==> src/tib_pkg.sv <==
// Shared types and constants for the telnet IAC byte filter.
// No dependencies; imported by the front end, queue, back end and top level.
package tib_pkg;

	localparam logic [7:0] BYTE_IAC   = 8'd255;
	localparam logic [7:0] BYTE_DONT  = 8'd254;
	localparam logic [7:0] BYTE_DO    = 8'd253;
	localparam logic [7:0] BYTE_WONT  = 8'd252;
	localparam logic [7:0] BYTE_WILL  = 8'd251;
	localparam logic [7:0] BYTE_SB    = 8'd250;
	localparam logic [7:0] BYTE_SE    = 8'd240;
	localparam logic [7:0] BYTE_LF    = 8'd10;
	localparam logic [7:0] BYTE_NUL   = 8'd0;
	localparam logic [7:0] OPT_BINARY = 8'd0;

	localparam int CFG_IDX_W  = 1;
	localparam int CFG_DATA_W = 1;
	localparam logic [CFG_IDX_W-1:0] REG_RAW_MODE    = 1'b0;
	localparam logic [CFG_IDX_W-1:0] REG_TELNET_MODE = 1'b1;

	localparam int QUEUE_DEPTH = 4;
	localparam int QPTR_W      = $clog2(QUEUE_DEPTH);
	localparam int QCNT_W      = $clog2(QUEUE_DEPTH + 1);

	typedef enum logic [3:0] {
		ST_DATA = 4'b0001,
		ST_IAC  = 4'b0010,
		ST_VERB = 4'b0100,
		ST_SUB  = 4'b1000
	} esc_state_t;

	typedef enum logic [1:0] {
		VERB_WILL = 2'd0,
		VERB_WONT = 2'd1,
		VERB_DO   = 2'd2,
		VERB_DONT = 2'd3
	} verb_t;

	typedef enum logic [1:0] {
		CMD_SINGLE = 2'd0,
		CMD_DOUBLE = 2'd1,
		CMD_REPLY  = 2'd2
	} cmd_kind_t;

	typedef struct packed {
		cmd_kind_t  kind;
		logic       to_network;
		logic [7:0] data;
	} tib_cmd_t;

	typedef struct packed {
		logic raw_mode;
		logic telnet_mode;
	} tib_cfg_t;

endpackage

==> src/tib_if.sv <==
// Valid/ready channel interfaces for input items and result items.
// Depends on nothing.
interface tib_in_if;
	logic       valid;
	logic       ready;
	logic       req_type;
	logic [7:0] data_byte;

	modport source (output valid, output req_type, output data_byte, input ready);
	modport sink (input valid, input req_type, input data_byte, output ready);
endinterface

interface tib_out_if;
	logic       valid;
	logic       ready;
	logic       to_network;
	logic [7:0] out_byte;
	logic       last_of_run;

	modport source (output valid, output to_network, output out_byte, output last_of_run,
		input ready);
	modport sink (input valid, input to_network, input out_byte, input last_of_run,
		output ready);
endinterface

==> src/tib_front.sv <==
// Front end: configuration registers, IAC decoder and classification into commands.
// Depends on tib_pkg and tib_in_if.
module tib_front
	import tib_pkg::*;
(
	input  logic                  clk,
	input  logic                  arst_n,
	input  logic                  cfg_we,
	input  logic [CFG_IDX_W-1:0]  cfg_index,
	input  logic [CFG_DATA_W-1:0] cfg_data,
	tib_in_if.sink                req,
	input  logic                  full,
	output logic                  push,
	output tib_cmd_t              push_cmd
);

	tib_cfg_t   cfg_q;
	esc_state_t state_q, state_d;
	verb_t      verb_q, verb_d;
	logic       binary_q, binary_d;
	logic       accept;
	logic [7:0] c;
	logic [7:0] verb_off;

	assign req.ready = !full;
	assign accept    = req.valid && req.ready;
	assign c         = req.data_byte;
	assign verb_off  = c - BYTE_WILL;

	always_ff @(posedge clk or negedge arst_n) begin
		if (!arst_n) begin
			cfg_q.raw_mode    <= 1'b0;
			cfg_q.telnet_mode <= 1'b1;
		end else if (cfg_we) begin
			unique case (cfg_index)
				REG_RAW_MODE:    cfg_q.raw_mode    <= cfg_data[0];
				REG_TELNET_MODE: cfg_q.telnet_mode <= cfg_data[0];
				default:         ;
			endcase
		end
	end

	always_comb begin
		state_d  = state_q;
		verb_d   = verb_q;
		binary_d = binary_q;
		push     = 1'b0;
		push_cmd = '{kind: CMD_SINGLE, to_network: 1'b0, data: c};
		if (req.req_type) begin
			push                = 1'b1;
			push_cmd.to_network = 1'b1;
			if (cfg_q.telnet_mode && c == BYTE_IAC)
				push_cmd.kind = CMD_DOUBLE;
		end else if (!cfg_q.raw_mode && (c == BYTE_LF || c == BYTE_NUL)) begin
			push = 1'b0;
		end else if (c == BYTE_IAC && cfg_q.telnet_mode) begin
			if (state_q == ST_IAC) begin
				state_d = ST_DATA;
				push    = 1'b1;
			end else begin
				state_d = ST_IAC;
			end
		end else begin
			unique case (state_q)
				ST_IAC: begin
					if (c >= BYTE_WILL && c <= BYTE_DONT) begin
						verb_d  = verb_t'(verb_off[1:0]);
						state_d = ST_VERB;
					end else if (c == BYTE_SB) begin
						state_d = ST_SUB;
					end else begin
						state_d = ST_DATA;
					end
				end
				ST_VERB: begin
					state_d       = ST_DATA;
					push_cmd.kind = CMD_REPLY;
					if (c == OPT_BINARY) begin
						unique case (verb_q)
							VERB_DO: begin
								push = !binary_q;
								push_cmd.data = BYTE_WILL;
								binary_d = 1'b1;
							end
							VERB_DONT: begin
								push = binary_q;
								push_cmd.data = BYTE_WONT;
								binary_d = 1'b0;
							end
							VERB_WILL: begin
								push = !binary_q;
								push_cmd.data = BYTE_DO;
								binary_d = 1'b1;
							end
							VERB_WONT: begin
								push = binary_q;
								push_cmd.data = BYTE_DONT;
								binary_d = 1'b0;
							end
							default: ;
						endcase
					end
				end
				ST_SUB: begin
					if (c == BYTE_SE)
						state_d = ST_DATA;
				end
				ST_DATA: begin
					push = 1'b1;
				end
				default: begin
					state_d = ST_DATA;
				end
			endcase
		end
		if (!accept) begin
			push     = 1'b0;
			state_d  = state_q;
			verb_d   = verb_q;
			binary_d = binary_q;
		end
	end

	always_ff @(posedge clk or negedge arst_n) begin
		if (!arst_n) begin
			state_q  <= ST_DATA;
			verb_q   <= VERB_WILL;
			binary_q <= 1'b0;
		end else begin
			state_q  <= state_d;
			verb_q   <= verb_d;
			binary_q <= binary_d;
		end
	end

	a_binary_with_reply: assert property (@(posedge clk) disable iff (!arst_n)
		!$stable(binary_q) |-> $past(push) && $past(push_cmd.kind) == CMD_REPLY)
		else $error("binary mode changed without a reply");
	a_no_push_when_full: assert property (@(posedge clk) disable iff (!arst_n)
		push |-> !full)
		else $error("command pushed into a full queue");

endmodule

==> src/tib_queue.sv <==
// Short command queue that decouples the decoder from the result expander.
// Depends on tib_pkg.
module tib_queue
	import tib_pkg::*;
(
	input  logic     clk,
	input  logic     arst_n,
	input  logic     push,
	input  tib_cmd_t push_cmd,
	input  logic     pop,
	output logic     full,
	output logic     head_valid,
	output tib_cmd_t head_cmd
);

	tib_cmd_t          entry_q [QUEUE_DEPTH];
	logic [QPTR_W-1:0] wr_ptr_q, rd_ptr_q;
	logic [QCNT_W-1:0] count_q;

	assign full       = count_q == QCNT_W'(QUEUE_DEPTH);
	assign head_valid = count_q != '0;
	assign head_cmd   = entry_q[rd_ptr_q];

	always_ff @(posedge clk) begin
		if (push)
			entry_q[wr_ptr_q] <= push_cmd;
	end

	always_ff @(posedge clk or negedge arst_n) begin
		if (!arst_n) begin
			wr_ptr_q <= '0;
			rd_ptr_q <= '0;
			count_q  <= '0;
		end else begin
			if (push)
				wr_ptr_q <= wr_ptr_q + 1'b1;
			if (pop)
				rd_ptr_q <= rd_ptr_q + 1'b1;
			unique case ({push, pop})
				2'b10:   count_q <= count_q + 1'b1;
				2'b01:   count_q <= count_q - 1'b1;
				default: ;
			endcase
		end
	end

	a_count_bound: assert property (@(posedge clk) disable iff (!arst_n)
		count_q <= QCNT_W'(QUEUE_DEPTH))
		else $error("queue count beyond depth");
	a_pop_nonempty: assert property (@(posedge clk) disable iff (!arst_n)
		pop |-> head_valid)
		else $error("pop from an empty queue");

endmodule

==> src/tib_back.sv <==
// Back end: expands each queued command into one to three result items.
// Depends on tib_pkg and tib_out_if.
module tib_back
	import tib_pkg::*;
(
	input  logic     clk,
	input  logic     arst_n,
	input  logic     head_valid,
	input  tib_cmd_t head_cmd,
	output logic     pop,
	tib_out_if.source rsp
);

	logic [1:0] beat_q;
	logic       load;
	logic       beat_last;
	logic [7:0] beat_byte;
	logic       out_valid_q;
	logic       to_network_q;
	logic [7:0] out_byte_q;
	logic       last_q;

	always_comb begin
		beat_byte = head_cmd.data;
		beat_last = 1'b1;
		unique case (head_cmd.kind)
			CMD_SINGLE: beat_last = 1'b1;
			CMD_DOUBLE: beat_last = beat_q == 2'd1;
			CMD_REPLY: begin
				beat_last = beat_q == 2'd2;
				if (beat_q == 2'd0)
					beat_byte = BYTE_IAC;
				else if (beat_q == 2'd2)
					beat_byte = OPT_BINARY;
			end
			default: beat_last = 1'b1;
		endcase
	end

	assign load = head_valid && (!out_valid_q || rsp.ready);
	assign pop  = load && beat_last;

	always_ff @(posedge clk or negedge arst_n) begin
		if (!arst_n) begin
			beat_q      <= '0;
			out_valid_q <= 1'b0;
		end else begin
			if (load)
				beat_q <= beat_last ? 2'd0 : beat_q + 2'd1;
			if (load)
				out_valid_q <= 1'b1;
			else if (rsp.ready)
				out_valid_q <= 1'b0;
		end
	end

	always_ff @(posedge clk) begin
		if (load) begin
			to_network_q <= head_cmd.to_network;
			out_byte_q   <= beat_byte;
			last_q       <= beat_last;
		end
	end

	assign rsp.valid       = out_valid_q;
	assign rsp.to_network  = to_network_q;
	assign rsp.out_byte    = out_byte_q;
	assign rsp.last_of_run = last_q;

	a_beat_bound: assert property (@(posedge clk) disable iff (!arst_n)
		beat_q != 2'd3)
		else $error("beat counter out of range");
	a_beat_needs_head: assert property (@(posedge clk) disable iff (!arst_n)
		beat_q != 2'd0 |-> head_valid)
		else $error("command left queue mid-expansion");

endmodule

==> src/telnet_iac_byte_filter.sv <==
// Path: the first result of an item is written into the command queue when the item is
// accepted, then into the output register once that register is empty or being taken.
// Throughput: one item per cycle while the queue is not full; the output gives one
// result per cycle while rsp.ready is high, so an item with two (doubled IAC) or
// three results (option reply) holds it while the four-entry queue keeps accepting input.
// Reset: asynchronous, clears decoder state, queue and output; raw_mode 0, telnet_mode 1.
module telnet_iac_byte_filter
	import tib_pkg::*;
(
	input  logic                  clk,
	input  logic                  arst_n,
	input  logic                  cfg_we,
	input  logic [CFG_IDX_W-1:0]  cfg_index,
	input  logic [CFG_DATA_W-1:0] cfg_data,
	tib_in_if.sink                req,
	tib_out_if.source             rsp
);

	logic     push, pop, full, head_valid;
	tib_cmd_t push_cmd, head_cmd;

	tib_front u_front (
		.clk       (clk),
		.arst_n    (arst_n),
		.cfg_we    (cfg_we),
		.cfg_index (cfg_index),
		.cfg_data  (cfg_data),
		.req       (req),
		.full      (full),
		.push      (push),
		.push_cmd  (push_cmd)
	);

	tib_queue u_queue (
		.clk        (clk),
		.arst_n     (arst_n),
		.push       (push),
		.push_cmd   (push_cmd),
		.pop        (pop),
		.full       (full),
		.head_valid (head_valid),
		.head_cmd   (head_cmd)
	);

	tib_back u_back (
		.clk        (clk),
		.arst_n     (arst_n),
		.head_valid (head_valid),
		.head_cmd   (head_cmd),
		.pop        (pop),
		.rsp        (rsp)
	);

endmodule
==> src/flat_wrapper.sv <==
// flat-port wrapper written by rule: the top's interface ports become plain ports
module telnet_iac_byte_filter_flat import tib_pkg::*;
  (clk, arst_n, cfg_we, cfg_index, cfg_data, req_valid, req_req_type, req_data_byte, req_ready, rsp_valid, rsp_to_network, rsp_out_byte, rsp_last_of_run, rsp_ready);
  tib_in_if req_i ();
  tib_out_if rsp_i ();
  input  logic clk;
  input  logic arst_n;
  input  logic cfg_we;
  input  logic [CFG_IDX_W-1:0] cfg_index;
  input  logic [CFG_DATA_W-1:0] cfg_data;
  input wire logic [$bits(req_i.valid)-1:0] req_valid;
  input wire logic [$bits(req_i.req_type)-1:0] req_req_type;
  input wire logic [$bits(req_i.data_byte)-1:0] req_data_byte;
  output wire logic [$bits(req_i.ready)-1:0] req_ready;
  output wire logic [$bits(rsp_i.valid)-1:0] rsp_valid;
  output wire logic [$bits(rsp_i.to_network)-1:0] rsp_to_network;
  output wire logic [$bits(rsp_i.out_byte)-1:0] rsp_out_byte;
  output wire logic [$bits(rsp_i.last_of_run)-1:0] rsp_last_of_run;
  input wire logic [$bits(rsp_i.ready)-1:0] rsp_ready;
  assign req_i.valid = req_valid;
  assign req_i.req_type = req_req_type;
  assign req_i.data_byte = req_data_byte;
  assign req_ready = req_i.ready;
  assign rsp_valid = rsp_i.valid;
  assign rsp_to_network = rsp_i.to_network;
  assign rsp_out_byte = rsp_i.out_byte;
  assign rsp_last_of_run = rsp_i.last_of_run;
  assign rsp_i.ready = rsp_ready;
  telnet_iac_byte_filter u_core (.clk(clk), .arst_n(arst_n), .cfg_we(cfg_we), .cfg_index(cfg_index), .cfg_data(cfg_data), .req(req_i), .rsp(rsp_i));
endmodule
==> config.mk <==
export PLATFORM = sky130hd
export DESIGN_NAME = telnet_iac_byte_filter_flat
export DESIGN_NICKNAME = d
export VERILOG_FILES = /design/src/tib_pkg.sv /design/src/tib_if.sv /design/src/tib_front.sv /design/src/tib_queue.sv /design/src/tib_back.sv /design/src/telnet_iac_byte_filter.sv /design/src/flat_wrapper.sv
export SDC_FILE = /design/constraint.sdc
export NUM_CORES = 1
export LEC_CHECK = 0
export ABC_AREA = 1
export BUFFER_PORTS_ARGS = -buffer_cell sky130_fd_sc_hd__buf_4
export CORE_ASPECT_RATIO = 0.6
export CORE_MARGIN = 3
export CORE_UTILIZATION = 25
export CTS_BUF_LIST = sky130_fd_sc_hd__clkbuf_2 sky130_fd_sc_hd__clkbuf_4 sky130_fd_sc_hd__clkbuf_8
export CTS_CLUSTER_DIAMETER = 80
export CTS_CLUSTER_SIZE = 10
export DETAILED_ROUTE_END_ITERATION = 6
export PLACE_DENSITY_LB_ADDON = 0.08
export REMOVE_ABC_BUFFERS = 1
export SKIP_CTS_REPAIR_TIMING = 1
export SYNTH_ARGS = -nofsm -noshare
export SYNTH_HDL_FRONTEND = slang
export SYNTH_SLANG_ARGS = --single-unit
export TNS_END_PERCENT = 5
==> constraint.sdc <==
create_clock -name clk -period 4.5 [get_ports clk]
set_clock_uncertainty 0.2 [all_clocks]
set_input_delay 1.35 -clock clk [delete_from_list [all_inputs] [get_ports clk]]
set_output_delay 1.35 -clock clk [all_outputs]
set_load 0.1 [all_outputs]
==> results.cfg <==
[synth]
synth_compound_area_frac = 0.0937
synth_mux_area_frac = 0
syn_area_per_cell_um2 = 10.4
ys_async_sr_fraction = 0.260
ys.flop_type = edfxtp_1
synth_warnings = 0
synth_cells = 341
netlist_area_mm2 = 0.00355
ys_seq_area_frac = 0.591
synthSimpleGateAreaFrac = 0.184
synth_xor_area_frac = 0.00740
synth-edff-count = 54
yosys.area.top_type = edfxtp_1
synth-adder-area-share = 0.0620
synth_top_area_frac = 0.457
synth_top_family_by_area = simple AND/OR/NAND/NOR gates
synthTopCellsByArea = edfxtp_1, dfrtp_1, ha_1
ys_seq_elements = 73
synth_cell_types = 33

[drt]
route.detailed.drc = 0
dr.pass1.iters = 4
viasPerCell = 4.04
dr_total_vias = 2314
wl_per_cell_um = 14.1
drtIter0Drc = 155
drt_wl_total_um = 8090
ant_nets = 0

[sta]
worst_pin_slew_ps = 867
relSlewSlack = 0.422
final-hold-violation-count = 0
drv_slew = 0
whs_ps = 320
setup_viol = 0
min_period_ps = 3490
setup_tns_ps = 0
fmax_ghz = 0.287
post-route-period-util = 0.775
rsz0062_at_grt = no

[power_and_ir_drop]
power_density_mw_per_mm2 = 672
totalPowerFinal_uw = 2820
p_leak_uw = 0.00172
ir_drop_mv = 0.268

[hold_path]
whs_path_depth = 2
min_path_type = register to register

[die]
core_mm2 = 0.0138
num_rows = 33
fp.dieH_um = 98.3
boundaryPins = 28
dieArea_mm2 = 0.0157
start_util = 0.257
die_width_um = 160

[clock_tree]
cts_max_path_buffers = 2
cts_num_sinks = 73
cts_tree = done
insertion_delay_ps = 360
numCtsBuffers = 9
clkTransAtPathRegs_ps = 80
clockRootBuffer = clkbuf_8
htreeDepth = 3

[global_route]
grt_use_total = 0.110
grt_pass1_wl_um = 13100
grt_pass1_vias = 2318
antenna_found_initial = 0
grt_max_degree = 25
grt_overflow = 0

[place]
routabilityCongestion = 0.776
dp_hpwl_um = 5780
io_buffers = 27

[setup_path]
crit_chain = a21oi_1, a32oi_1, inv_1, ha_1, nand2_1, nand2_1, nor2_1, inv_1, nand2_1, inv_1, ha_1, fa_1, a21oi_1, o21ai_0, xor2_1
cp.depth = 15
max_stage_delay_ps = 910
required_ps = 4540
worst_path_max_delay_cell = dfrtp_1
path_class = register to register
cp_num_buf_inv = 3
cp_max_fo = 24
endpoint_kind = register
rr_worst_depth = 15
cp_data_arrival_time_ps = 3530
cp-start-kind = register
path_delay_family = flip-flops

[layout]
layout-area-overhead-vs-synth_pct = 18.0
final_common_cell = edfxtp_1
final_nets = 409
final_cell_mix = edfxtp_1, inv_1, nor2_1, nand2_1, o21ai_0
diodes = 0
fillers = 1464
final_core_util = 0.304
final-seq-area_mm2 = 0.00210
multi_input_area_mm2 = 0.00123
drive_above_1_share = 0.218

[run_status]
outcome = completed

[run]
cap_viol_max_count = 0
[synthesized netlist by cell type (4+ instances only)]
library cell / n
nand2_2: 13
a21oi_1: 9
nor2_1: 44
ha_1: 16
o21ai_0: 33
nand2_1: 41
dfrtp_1: 17
clkbuf_1: 4
nand3_1: 11
nor2_2: 8
edfxtp_1: 54
o22ai_1: 9
inv_1: 50
[state kept, by name (all words and copies together), names as in the netlist]
signal                         cells
u_core.u_queue.entry_q            44
u_core.u_back.rsp.out_byte         8
u_core.u_front.state_q             4
u_core.u_queue.count_q             3
u_core.u_back.beat_q               2
u_core.u_front.cfg_q               2
u_core.u_front.verb_q              2
u_core.u_queue.rd_ptr_q            2
u_core.u_queue.wr_ptr_q            2
u_core.u_back.rsp.last_of_run      1
u_core.u_back.rsp.to_network       1
u_core.u_back.rsp.valid            1
u_core.u_front.binary_q            1
[routing by layer]
metal,GRT usage,vias up,wire (um)
met4,0.0320,0,70
met1,0.167,1084,4620
met2,0.146,24,3150
met5,0,-,0
met3,0.0365,7,243
li1,-,1199,-
[where the power goes]
| group | internal, uW | switching, uW | leakage [uW] |
|---|---|---|---|
| sequential | 940 | 116 | 0.000722 |
| combinational | 337 | 891 | 0.000897 |
| clock | 260 | 273 | 0.0000962 |
[metrics by stage]
| stage | cell area [um2] | instances | worst slack, ps |
|---|---|---|---|
| after global routing | 4190 | 573 | 642 |
| final | 4190 | 573 | 1010 |
| after floorplan | 3530 | 335 | 992 |
| after CTS | 4190 | 573 | 1000 |
| after global placement | 3990 | 557 | 755 |
| after detailed placement | 3990 | 557 | 693 |
[worst register-to-register path, delay by kind of cell, from the launching register on]
family | cells | cell delay (ps)
AND/OR/NAND/NOR | 4 | 320
XOR/XNOR | 1 | 150
AO/OA/AOI/OAI | 4 | 680
flip-flops | 1 | 910
adder cells (fa/ha/maj) | 3 | 860
buffers and inverters | 3 | 260
[final timing paths]
check | end | startpoint | slack [ps]
max | u_core.u_queue.count_q[2] | u_core.u_queue.rd_ptr_q[0] | 1010
min | u_core.u_front.state_q[0] | u_core.u_front.state_q[0] | 320
max reg2reg | u_core.u_queue.count_q[2] | u_core.u_queue.rd_ptr_q[0] | 1010
min reg2reg | u_core.u_front.state_q[0] | u_core.u_front.state_q[0] | 320
max in group asynchronous | u_core.u_front.state_q[0] | arst_n | 3140
min in group asynchronous | u_core.u_front.cfg_q[1] | arst_n | 670
[layout make-up]
class,instances,share of cell area
Inverter,52,0.0466
Clock inverter,7,0.0182
Timing Repair Buffer,30,0.0537
Multi-Input combinational cell,210,0.294
Sequential cell,73,0.501
Tap cell,192,0.0573
Clock buffer,9,0.0296
[cells by family after synthesis]
logic type               count (synthesis)
adder cells (fa/ha/maj)                 17
flip-flops                              73
buffers and inverters                   58
AO/OA/AOI/OAI                           59
AND/OR/NAND/NOR                        131
XOR/XNOR                                 3
(Power assumes the default switching activity.)
